<file path="src/hw/rtl/ffsa_pkg.sv">
// Package with types, constants and helpers of the first-fit segment allocator.
`default_nettype none

package ffsa_pkg;

    // Bytes of header in front of each segment's data space.
    localparam int HEADER_BYTES = 48;
    // Smallest data space worth splitting off as a new free segment.
    localparam int MIN_BLOCK_BYTES = 8;
    // Default depth of the segment table.
    localparam int MAX_SEGMENTS_DEF = 64;
    // Buffer size after reset.
    localparam logic [15:0] BUFFER_BYTES_RST = 16'd4096;

    localparam logic [15:0] HDR16 = 16'(HEADER_BYTES);
    localparam logic [17:0] HDR_MIN18 = 18'(HEADER_BYTES + MIN_BLOCK_BYTES);

    localparam logic MODE_ALLOC = 1'b0;
    localparam logic MODE_FREE  = 1'b1;

    localparam logic [1:0] ST_OK       = 2'd0;
    localparam logic [1:0] ST_NO_SPACE = 2'd1;
    localparam logic [1:0] ST_BAD_FREE = 2'd2;

    typedef struct packed {
        logic        mode;
        logic [15:0] request_bytes;
        logic [15:0] release_offset;
    } in_t;

    typedef struct packed {
        logic [1:0]  status;
        logic [15:0] data_offset;
        logic [15:0] granted_bytes;
    } out_t;

    typedef struct packed {
        logic [15:0] start;
        logic [15:0] total;
        logic        in_use;
    } seg_t;

    typedef enum logic [3:0] {
        S_IDLE,
        S_SCAN,
        S_ASHIFT,
        S_AWR_NEW,
        S_AWR_HIT,
        S_FEVAL,
        S_FWR,
        S_FSHIFT,
        S_RESP
    } state_t;

    // Data space of a segment, zero when the segment is smaller than a header.
    function automatic logic [15:0] capacity(input logic [15:0] total);
        capacity = (total >= HDR16) ? (total - HDR16) : 16'd0;
    endfunction

endpackage

`default_nettype wire

</file>
<file path="src/hw/rtl/first_fit_segment_allocator_unit.sv">
// Top level of the first-fit segment allocator with coalescing.
`default_nettype none

// Channel   Direction  Handshake              Beat
// s_        in         s_valid / s_ready      one request (mode, size, offset)
// m_        out        m_valid / m_ready      one result (status, offset, size)
// cfg_      in         cfg_wr_en, no wait     new buffer size
//
// One request is handled at a time. The scan reads one table entry per cycle until it finds the
// entry; a split or a merge then moves the later entries at one per cycle, and the table writes
// and the result follow. Scan and move walk the table once together.
// Reset and each buffer size write leave one free segment; entries past the count are unused.
// A result waits in the output register while the consumer stalls, and the input is open again.
module first_fit_segment_allocator_unit #(
    parameter int MAX_SEGMENTS = ffsa_pkg::MAX_SEGMENTS_DEF
) (
    input  wire logic           aclk,
    input  wire logic           aresetn,
    input  wire logic           s_valid,
    output logic                s_ready,
    input  wire ffsa_pkg::in_t  s_data,
    output logic                m_valid,
    input  wire logic           m_ready,
    output ffsa_pkg::out_t      m_data,
    input  wire logic           cfg_wr_en,
    input  wire logic [15:0]    cfg_wr_data
);

    localparam int AW = (MAX_SEGMENTS > 1) ? $clog2(MAX_SEGMENTS) : 1;
    localparam int CW = $clog2(MAX_SEGMENTS + 1);
    localparam logic [CW-1:0] MAX_CNT = CW'(MAX_SEGMENTS);

    // Control state.
    ffsa_pkg::state_t state_reg, state_next;
    logic [15:0]      buf_bytes_reg;
    logic             fresh_reg;          // entry zero not yet written since init
    logic [CW-1:0]    seg_cnt_reg, seg_cnt_next;
    logic             chk_vld_reg, chk_vld_next;
    logic             pw_vld_reg, pw_vld_next;
    logic             m_valid_reg, m_valid_next;

    // Payload and datapath registers.
    logic             mode_reg, mode_next;
    logic [15:0]      req_reg, req_next;
    logic [15:0]      rel_reg, rel_next;
    logic [16:0]      alloc_reg, alloc_next;
    logic [17:0]      need_reg, need_next;
    logic [CW-1:0]    idx_reg, idx_next;
    logic [CW-1:0]    chk_idx_reg, chk_idx_next;
    ffsa_pkg::seg_t   prev_reg, prev_next;
    ffsa_pkg::seg_t   hit_reg, hit_next;
    logic [CW-1:0]    hit_idx_reg, hit_idx_next;
    logic             split_reg, split_next;
    logic [CW-1:0]    k_reg, k_next;
    logic [AW-1:0]    pw_addr_reg, pw_addr_next;
    logic [15:0]      mstart_reg, mstart_next;
    logic [15:0]      mtotal_reg, mtotal_next;
    logic [CW-1:0]    widx_reg, widx_next;
    logic [1:0]       rm_cnt_reg, rm_cnt_next;
    ffsa_pkg::out_t   res_reg, res_next;
    ffsa_pkg::out_t   m_data_reg, m_data_next;

    // Segment table memory, one read and one write port.
    ffsa_pkg::seg_t   seg_mem [MAX_SEGMENTS];
    ffsa_pkg::seg_t   rd_data_reg;
    logic             rd_fresh_reg;
    logic             mem_we;
    logic [AW-1:0]    mem_waddr;
    logic [AW-1:0]    mem_raddr;
    ffsa_pkg::seg_t   mem_wdata;

    // Decoded conditions shared by the state machine and the datapath.
    ffsa_pkg::seg_t   rd_entry;
    logic [15:0]      ent_cap;
    logic             chk_live;
    logic             chk_end;
    logic             alloc_hit;
    logic             free_hit;
    logic             hit;
    logic             split_ok;
    logic             out_free;
    logic             ashift_more;
    logic             fshift_more;
    logic [15:0]      head16;
    logic             next_free;
    logic             prev_free;
    logic [15:0]      sum_hn;
    logic [16:0]      alloc_rnd;

    always_ff @(posedge aclk) begin
        if (mem_we) begin
            seg_mem[mem_waddr] <= mem_wdata;
        end
        rd_data_reg <= seg_mem[mem_raddr];
    end

    // Until entry zero is written after init, it reads as the whole buffer, free.
    always_comb begin
        if (rd_fresh_reg) begin
            rd_entry.start  = 16'd0;
            rd_entry.total  = buf_bytes_reg;
            rd_entry.in_use = 1'b0;
        end else begin
            rd_entry = rd_data_reg;
        end
    end

    assign ent_cap     = ffsa_pkg::capacity(rd_entry.total);
    assign chk_live    = chk_vld_reg && (chk_idx_reg < seg_cnt_reg);
    assign chk_end     = chk_vld_reg && !(chk_idx_reg < seg_cnt_reg);
    assign alloc_hit   = !rd_entry.in_use && (ent_cap >= req_reg);
    assign free_hit    = ((rd_entry.start + ffsa_pkg::HDR16) == rel_reg);
    assign hit         = chk_live && ((mode_reg == ffsa_pkg::MODE_FREE) ? free_hit : alloc_hit);
    assign split_ok    = (need_reg <= {2'b00, ent_cap}) && (seg_cnt_reg < MAX_CNT);
    assign out_free    = !m_valid_reg || m_ready;
    assign ashift_more = (k_reg > hit_idx_reg);
    assign fshift_more = (k_reg < seg_cnt_reg);
    assign head16      = ffsa_pkg::HDR16 + alloc_reg[15:0];
    assign next_free   = (({1'b0, hit_idx_reg} + 1'b1) < {1'b0, seg_cnt_reg})
                         && !rd_entry.in_use;
    assign prev_free   = (hit_idx_reg != '0) && !prev_reg.in_use;
    assign sum_hn      = hit_reg.total + (next_free ? rd_entry.total : 16'd0);
    assign alloc_rnd   = ({1'b0, s_data.request_bytes} + 17'd7) & ~17'h7;

    // Next state.
    always_comb begin
        state_next = state_reg;
        case (state_reg)
            ffsa_pkg::S_IDLE: begin
                if (s_valid) begin
                    state_next = ffsa_pkg::S_SCAN;
                end
            end
            ffsa_pkg::S_SCAN: begin
                if (chk_end) begin
                    state_next = ffsa_pkg::S_RESP;
                end else if (hit) begin
                    if (mode_reg == ffsa_pkg::MODE_FREE) begin
                        state_next = rd_entry.in_use ? ffsa_pkg::S_FEVAL : ffsa_pkg::S_RESP;
                    end else begin
                        state_next = split_ok ? ffsa_pkg::S_ASHIFT : ffsa_pkg::S_AWR_HIT;
                    end
                end
            end
            ffsa_pkg::S_ASHIFT: begin
                if (!ashift_more) begin
                    state_next = ffsa_pkg::S_AWR_NEW;
                end
            end
            ffsa_pkg::S_AWR_NEW: state_next = ffsa_pkg::S_AWR_HIT;
            ffsa_pkg::S_AWR_HIT: state_next = ffsa_pkg::S_RESP;
            ffsa_pkg::S_FEVAL:   state_next = ffsa_pkg::S_FWR;
            ffsa_pkg::S_FWR: begin
                state_next = (rm_cnt_reg == 2'd0) ? ffsa_pkg::S_RESP : ffsa_pkg::S_FSHIFT;
            end
            ffsa_pkg::S_FSHIFT: begin
                if (!fshift_more) begin
                    state_next = ffsa_pkg::S_RESP;
                end
            end
            ffsa_pkg::S_RESP: begin
                if (out_free) begin
                    state_next = ffsa_pkg::S_IDLE;
                end
            end
            default: state_next = ffsa_pkg::S_IDLE;
        endcase
    end

    // Datapath and memory control.
    always_comb begin
        s_ready       = 1'b0;
        mem_we        = 1'b0;
        mem_waddr     = '0;
        mem_wdata     = rd_entry;
        mem_raddr     = '0;
        seg_cnt_next  = seg_cnt_reg;
        chk_vld_next  = 1'b0;
        pw_vld_next   = 1'b0;
        m_valid_next  = m_valid_reg && !m_ready;
        m_data_next   = m_data_reg;
        mode_next     = mode_reg;
        req_next      = req_reg;
        rel_next      = rel_reg;
        alloc_next    = alloc_reg;
        need_next     = need_reg;
        idx_next      = idx_reg;
        chk_idx_next  = chk_idx_reg;
        prev_next     = prev_reg;
        hit_next      = hit_reg;
        hit_idx_next  = hit_idx_reg;
        split_next    = split_reg;
        k_next        = k_reg;
        pw_addr_next  = pw_addr_reg;
        mstart_next   = mstart_reg;
        mtotal_next   = mtotal_reg;
        widx_next     = widx_reg;
        rm_cnt_next   = rm_cnt_reg;
        res_next      = res_reg;
        case (state_reg)
            ffsa_pkg::S_IDLE: begin
                s_ready    = 1'b1;
                mode_next  = s_data.mode;
                req_next   = s_data.request_bytes;
                rel_next   = s_data.release_offset;
                alloc_next = alloc_rnd;
                need_next  = {1'b0, alloc_rnd} + ffsa_pkg::HDR_MIN18;
                idx_next   = '0;
            end
            ffsa_pkg::S_SCAN: begin
                // Read one entry ahead while checking the one read last cycle.
                mem_raddr    = idx_reg[AW-1:0];
                idx_next     = idx_reg + 1'b1;
                chk_idx_next = idx_reg;
                chk_vld_next = 1'b1;
                if (chk_vld_reg) begin
                    prev_next = rd_entry;
                end
                if (chk_end) begin
                    res_next.status = (mode_reg == ffsa_pkg::MODE_FREE) ?
                                      ffsa_pkg::ST_BAD_FREE : ffsa_pkg::ST_NO_SPACE;
                    res_next.data_offset   = 16'd0;
                    res_next.granted_bytes = 16'd0;
                end else if (hit) begin
                    hit_next     = rd_entry;
                    hit_idx_next = chk_idx_reg;
                    split_next   = split_ok;
                    k_next       = seg_cnt_reg - 1'b1;
                    prev_next    = prev_reg;
                    if (mode_reg == ffsa_pkg::MODE_FREE && !rd_entry.in_use) begin
                        res_next.status        = ffsa_pkg::ST_BAD_FREE;
                        res_next.data_offset   = 16'd0;
                        res_next.granted_bytes = 16'd0;
                    end
                end
            end
            ffsa_pkg::S_ASHIFT: begin
                // Move entries above the hit up by one, top first.
                if (pw_vld_reg) begin
                    mem_we    = 1'b1;
                    mem_waddr = pw_addr_reg;
                    mem_wdata = rd_entry;
                end
                if (ashift_more) begin
                    mem_raddr    = k_reg[AW-1:0];
                    pw_vld_next  = 1'b1;
                    pw_addr_next = AW'(k_reg + 1'b1);
                    k_next       = k_reg - 1'b1;
                end
            end
            ffsa_pkg::S_AWR_NEW: begin
                mem_we           = 1'b1;
                mem_waddr        = AW'(hit_idx_reg + 1'b1);
                mem_wdata.start  = hit_reg.start + head16;
                mem_wdata.total  = hit_reg.total - head16;
                mem_wdata.in_use = 1'b0;
                seg_cnt_next     = seg_cnt_reg + 1'b1;
            end
            ffsa_pkg::S_AWR_HIT: begin
                mem_we           = 1'b1;
                mem_waddr        = hit_idx_reg[AW-1:0];
                mem_wdata.start  = hit_reg.start;
                mem_wdata.total  = split_reg ? head16 : hit_reg.total;
                mem_wdata.in_use = 1'b1;
                res_next.status        = ffsa_pkg::ST_OK;
                res_next.data_offset   = hit_reg.start + ffsa_pkg::HDR16;
                res_next.granted_bytes = split_reg ? alloc_reg[15:0] :
                                         ffsa_pkg::capacity(hit_reg.total);
            end
            ffsa_pkg::S_FEVAL: begin
                // The entry after the hit is in the read register now.
                mstart_next = prev_free ? prev_reg.start : hit_reg.start;
                mtotal_next = prev_free ? (prev_reg.total + sum_hn) : sum_hn;
                widx_next   = hit_idx_reg - CW'(prev_free);
                rm_cnt_next = 2'(next_free) + 2'(prev_free);
                k_next      = hit_idx_reg + 1'b1 + CW'(next_free);
            end
            ffsa_pkg::S_FWR: begin
                mem_we           = 1'b1;
                mem_waddr        = widx_reg[AW-1:0];
                mem_wdata.start  = mstart_reg;
                mem_wdata.total  = mtotal_reg;
                mem_wdata.in_use = 1'b0;
                res_next.status        = ffsa_pkg::ST_OK;
                res_next.data_offset   = mstart_reg + ffsa_pkg::HDR16;
                res_next.granted_bytes = ffsa_pkg::capacity(mtotal_reg);
            end
            ffsa_pkg::S_FSHIFT: begin
                // Close the gap left by merged entries, lowest first.
                if (pw_vld_reg) begin
                    mem_we    = 1'b1;
                    mem_waddr = pw_addr_reg;
                    mem_wdata = rd_entry;
                end
                if (fshift_more) begin
                    mem_raddr    = k_reg[AW-1:0];
                    pw_vld_next  = 1'b1;
                    pw_addr_next = AW'(k_reg - CW'(rm_cnt_reg));
                    k_next       = k_reg + 1'b1;
                end else begin
                    seg_cnt_next = seg_cnt_reg - CW'(rm_cnt_reg);
                end
            end
            ffsa_pkg::S_RESP: begin
                if (out_free) begin
                    m_valid_next = 1'b1;
                    m_data_next  = res_reg;
                end
            end
            default: begin
            end
        endcase
    end

    // Control registers.
    always_ff @(posedge aclk) begin
        if (!aresetn) begin
            state_reg     <= ffsa_pkg::S_IDLE;
            buf_bytes_reg <= ffsa_pkg::BUFFER_BYTES_RST;
            fresh_reg     <= 1'b1;
            seg_cnt_reg   <= CW'(1);
            chk_vld_reg   <= 1'b0;
            pw_vld_reg    <= 1'b0;
            m_valid_reg   <= 1'b0;
            rd_fresh_reg  <= 1'b0;
        end else begin
            state_reg    <= state_next;
            chk_vld_reg  <= chk_vld_next;
            pw_vld_reg   <= pw_vld_next;
            m_valid_reg  <= m_valid_next;
            rd_fresh_reg <= fresh_reg && (mem_raddr == '0);
            if (cfg_wr_en) begin
                buf_bytes_reg <= cfg_wr_data;
                fresh_reg     <= 1'b1;
                seg_cnt_reg   <= CW'(1);
            end else begin
                seg_cnt_reg <= seg_cnt_next;
                if (mem_we && mem_waddr == '0) begin
                    fresh_reg <= 1'b0;
                end
            end
        end
    end

    // Payload registers.
    always_ff @(posedge aclk) begin
        mode_reg    <= mode_next;
        req_reg     <= req_next;
        rel_reg     <= rel_next;
        alloc_reg   <= alloc_next;
        need_reg    <= need_next;
        idx_reg     <= idx_next;
        chk_idx_reg <= chk_idx_next;
        prev_reg    <= prev_next;
        hit_reg     <= hit_next;
        hit_idx_reg <= hit_idx_next;
        split_reg   <= split_next;
        k_reg       <= k_next;
        pw_addr_reg <= pw_addr_next;
        mstart_reg  <= mstart_next;
        mtotal_reg  <= mtotal_next;
        widx_reg    <= widx_next;
        rm_cnt_reg  <= rm_cnt_next;
        res_reg     <= res_next;
        m_data_reg  <= m_data_next;
    end

    assign m_valid = m_valid_reg;
    assign m_data  = m_data_reg;

    // A request beat is followed by a busy state in which the input is not ready.
    a_busy_after_accept: assert property (@(posedge aclk) disable iff (!aresetn)
        (s_valid && s_ready) |=> !s_ready)
        else $error("input taken again right after a request beat");

    // The table always holds between one and MAX_SEGMENTS segments.
    a_cnt_range: assert property (@(posedge aclk) disable iff (!aresetn)
        (seg_cnt_reg != '0) && (seg_cnt_reg <= MAX_CNT))
        else $error("segment count out of range");

    // A failed request reports no region.
    a_fail_zero: assert property (@(posedge aclk) disable iff (!aresetn)
        (m_valid && (m_data.status != ffsa_pkg::ST_OK)) |->
        ((m_data.data_offset == 16'd0) && (m_data.granted_bytes == 16'd0)))
        else $error("failed result carries a nonzero region");

    // A buffer size write leaves a single segment.
    a_cfg_init: assert property (@(posedge aclk) disable iff (!aresetn)
        cfg_wr_en |=> (seg_cnt_reg == CW'(1)))
        else $error("buffer size write did not reinitialize the table");

endmodule

`default_nettype wire
</file>
<file path="config.mk">
export PLATFORM = sky130hd
export DESIGN_NAME = first_fit_segment_allocator_unit
export DESIGN_NICKNAME = d
export VERILOG_FILES = /design/src/hw/rtl/ffsa_pkg.sv /design/src/hw/rtl/first_fit_segment_allocator_unit.sv
export SDC_FILE = /design/constraint.sdc
export NUM_CORES = 2
export LEC_CHECK = 0
export CAP_MARGIN = 15
export CELL_PAD_IN_SITES_DETAIL_PLACEMENT = 1
export CELL_PAD_IN_SITES_GLOBAL_PLACEMENT = 1
export CORE_ASPECT_RATIO = 0.8
export CORE_MARGIN = 3
export CORE_UTILIZATION = 48
export CTS_BUF_LIST = sky130_fd_sc_hd__clkbuf_16
export DETAILED_ROUTE_END_ITERATION = 8
export DONT_BUFFER_PORTS = 1
export PLACE_DENSITY = 0.73
export SYNTH_ARGS = -nofsm -noshare
export SYNTH_HDL_FRONTEND = slang
export SYNTH_SLANG_ARGS = --single-unit
export TNS_END_PERCENT = 20
</file>
<file path="constraint.sdc">
create_clock -name aclk -period 7.15 [get_ports aclk]
set_input_delay 0.3575 -clock aclk [delete_from_list [all_inputs] [get_ports aclk]]
set_output_delay 0.3575 -clock aclk [all_outputs]
set_load 0.01 [all_outputs]
</file>
==> reports/summary.txt <==
critical path type: reg -> reg
drt pass-1 iters: 5
Clk Latency, worst-skew pair: 910 ps
Core ar.: 0.210 mm2
Reg power frac: 44.2%
RSZ-0062 raised after global routing: false
Hold Path Stages: 2
Post-Route WL: 349 mm
CTS tree: done
first-pass GRT wire length: 499 mm
drc violations: 0
Internal Power: 29.2 mW
Period minus WS final: 6530 ps
H-tree depth: 4
critical path endpoint category: flip-flop
synth top area cells: edfxtp_1 (70%), nand2_1 (5.7%), mux2i_1 (3.6%)
peak fanout along the critical path: 13
mapped cell area: 0.102 mm2
Die Width: 522 um
status: finished, final reports clean
Syn Inst Count: 7591
Ports: 90
Detailed Route Iter0 Violations: 9446
R2R setup slack: 620 ps
crit path from: hit_idx_reg[0]
clock share of power: 27.1%
kind of path behind the tightest hold check: in -> reg
fraction of registers with async set or reset after synthesis: 0%
yosys warns: 0
Setup TNS: 0 ps
vias in the first global route: 70400
# setup viols final: 0
final hold vios: 0
All-Layer GR Usage: 31.3%
Post-CTS Setup Bufs: 0
Peak supply drop: 0.000312 V
RR Endpoint: mtotal_reg[14]
Critical Path AT: 7150 ps
Req. time, crit path: 7770 ps
Mapped Avg Cell Area: 13.4 um2
Synth cell types: 90
WL per Instance: 32.5 um
Synth Register Bits: 2446
vias per cell: 6.46
initial antenna violation count: 24
Max Clock Freq: 0.153 GHz
Comb power frac: 28.8%
number of flip-flops in the largest register: 2112
GPL Wtd Cong: 0.913
CTS Buffer Depth: 4
# Max-Cap Violations: 0
R2R depth: 26
Area Overhead vs Synth: 12.9%
share of cells above drive strength 1: 10.0%
Initial Util: 48.6%
clock sinks: 2446
DIE AREA: 0.218 mm2
post-synthesis sequential area ratio: 71.3%
Clock Skew: 52.6 ps
top cell type's share of synthesized area: 70.0%
Cell Area, Placed: 0.107 mm2
count of final max-slew check failures: 0
period utilization: 91.3%
Clock Pin Slew Worst Setup and Hold Paths: 70 ps
Sw Share: 35.1%
Critical R2R Launch: hit_idx_reg[0]
FP Rows: 150
Synth area leader: edfxtp_1
Post-DRT Antenna Nets: 0
relative slew slack: 19.3%
worst-margin pin slew: 1200 ps
Final Core Density: 54.8%
Pleak: 41.3 nW
Die H: 419 um
dpl hpwl: 214 mm
post-layout instance area: 0.115 mm2
CP endpoint: mtotal_reg[14]
final net count: 7928
Vias: 69300
main flop type after synthesis: edfxtp_1
Port-buffer cells: 0
CTS Buf Count: 236
root buf cell: clkbuf_16
number of synthesized flops with an enable pin: 2381
P_sw: 15.8 mW
post-synth net total: 7787
pwr dens: 391 mW/mm2
Overflow after GRT: 0
startpoint types: flip-flop
largest net degree at the start of global routing: 119
-- cell usage after synthesis (33+ instances only) --
| cell type | number |
|---|---|
| o21ai_0 | 99 |
| nand2_1 | 1537 |
| nor2_1 | 246 |
| buf_1 | 50 |
| a32oi_1 | 49 |
| edfxtp_1 | 2381 |
| a2111oi_0 | 35 |
| xnor2_1 | 94 |
| mux2i_1 | 368 |
| clkbuf_1 | 209 |
| xor2_1 | 74 |
| ha_1 | 136 |
| o22ai_1 | 33 |
| nand3_1 | 498 |
| a21oi_1 | 528 |
| inv_1 | 112 |
| nor3_1 | 76 |
| buf_2 | 146 |
| a31oi_1 | 108 |
| a22oi_1 | 204 |
| dfxtp_1 | 65 |
-- final cells by class --
class                           instances  area (um2)
Clock buffer                          239        5980
Sequential cell                      2446       72800
Inverter                              114         429
Timing Repair Buffer                  341        3270
Fill cell                           20400       95000
Tap cell                             2812        3520
Antenna cell                            3        7.51
Multi-Input combinational cell       4593       27900
Clock inverter                        179        1330
-- worst max-delay path, stage by stage, from the launching register on --
cell	delay (ps)
edfxtp_1	510
ha_1	270
nand3_1	110
xnor2_1	520
ha_1	340
o21ai_0	160
a21oi_1	80
o21ai_2	320
buf_4	200
nand2_1	50
buf_4	180
nor2_1	170
ha_1	270
a211o_1	330
a21oi_1	190
o21ai_0	150
a41oi_1	300
nand2b_1	110
xor2_1	300
ha_1	300
a21oi_1	190
o21ai_0	150
a31o_2	280
a21oi_1	220
o21ai_0	160
xor2_1	160
mux2_2	270
-- repair_timing --
action	4_1_cts	5_1_grt
setup endpoints to repair	0	4
hold endpoints to repair	91	0
resized for setup	0	2
hold buffers	56	0
-- power by group through the flow --
stage / clock network [mW] / logic, mW / registers, mW
3_3_place_gp: 0 / 12.1 / 20.1
4_1_cts: 12.3 / 12.7 / 19.9
2_1_floorplan: 0 / 7.17 / 20.0
5_1_grt: 12.8 / 13.8 / 19.9
3_5_place_dp: 0 / 12.6 / 20.2
6_report: 12.2 / 13.0 / 19.9
-- logic make-up (layout without fill, tap and decap cells) --
family	after synthesis	after routing	share of synthesized area [%]
simple gates	2552	2552	10.7
flops	2446	2446	71.3
compound gates	1346	1346	8.62
buf+inv	552	873	2.39
mux	384	384	3.78
xor+xnor	168	168	1.44
fa+ha+maj	142	142	1.78
other cells	1	4	0.00367
-- worst min path at each step --
stage                   endpoint  slack, ps   startpoint
finish              alloc_reg[4]         50   s_data[16]
global route        alloc_reg[4]         90   s_data[16]
CTS                 alloc_reg[4]          8   s_data[16]
detailed placement    m_data[21]        410  res_reg[21]
global placement      m_data[29]        410  res_reg[29]
floorplan              m_data[0]        400   res_reg[0]
-- routing by layer --
metal / GRT usage, % / vias to the layer above / part of all wire [%]
met2: 47.7 / 3840 / 45
met5: 0 / - / 0.033
met3: 6.19 / 704 / 10
met4: 11.3 / 16 / 3.9
li1: - / 28800 / -
met1: 44.8 / 36000 / 41
-- per-stage QoR --
step	worst slack [ps]	total power, mW	cells	hold slack, ps
2_1_floorplan	105	27.2	7591	400
4_1_cts	381	44.9	10700	8.44
6_report	622	45.0	10700	54.5
5_1_grt	172	46.6	10700	88.4
3_5_place_dp	406	32.7	10200	408
3_3_place_gp	290	32.2	10200	408
-- cell usage in the layout, fill, tap and decap left out, types with 18 or more instances in the layout --
cell | netlist | final
inv_1 | 112 | 155
nand2_1 | 1537 | 1532
a22oi_1 | 204 | 203
ha_1 | 136 | 136
nor4_1 | 31 | 30
clkbuf_16 | 0 | 240
a221oi_1 | 32 | 32
xnor2_1 | 94 | 94
nor2b_1 | 32 | 32
buf_4 | 17 | 239
nand4_1 | 23 | 23
dlygate4sd3_1 | 0 | 56
edfxtp_1 | 2381 | 2381
dfxtp_1 | 65 | 63
nor3_1 | 76 | 75
a21o_1 | 20 | 20
a32oi_1 | 49 | 49
a31oi_1 | 108 | 108
mux2i_1 | 368 | 368
clkinv_1 | 1 | 52
xor2_1 | 74 | 74
and3_1 | 25 | 23
bufinv_16 | 0 | 18
o21ai_0 | 99 | 93
a21oi_1 | 528 | 527
nor2_1 | 246 | 172
o22ai_1 | 33 | 33
o22a_1 | 23 | 23
buf_12 | 0 | 43
nor2_4 | 0 | 71
clkinv_2 | 1 | 45
a2111oi_0 | 35 | 35
nand3_1 | 498 | 494
No activity file was read; power rests on OpenSTA's default activity.
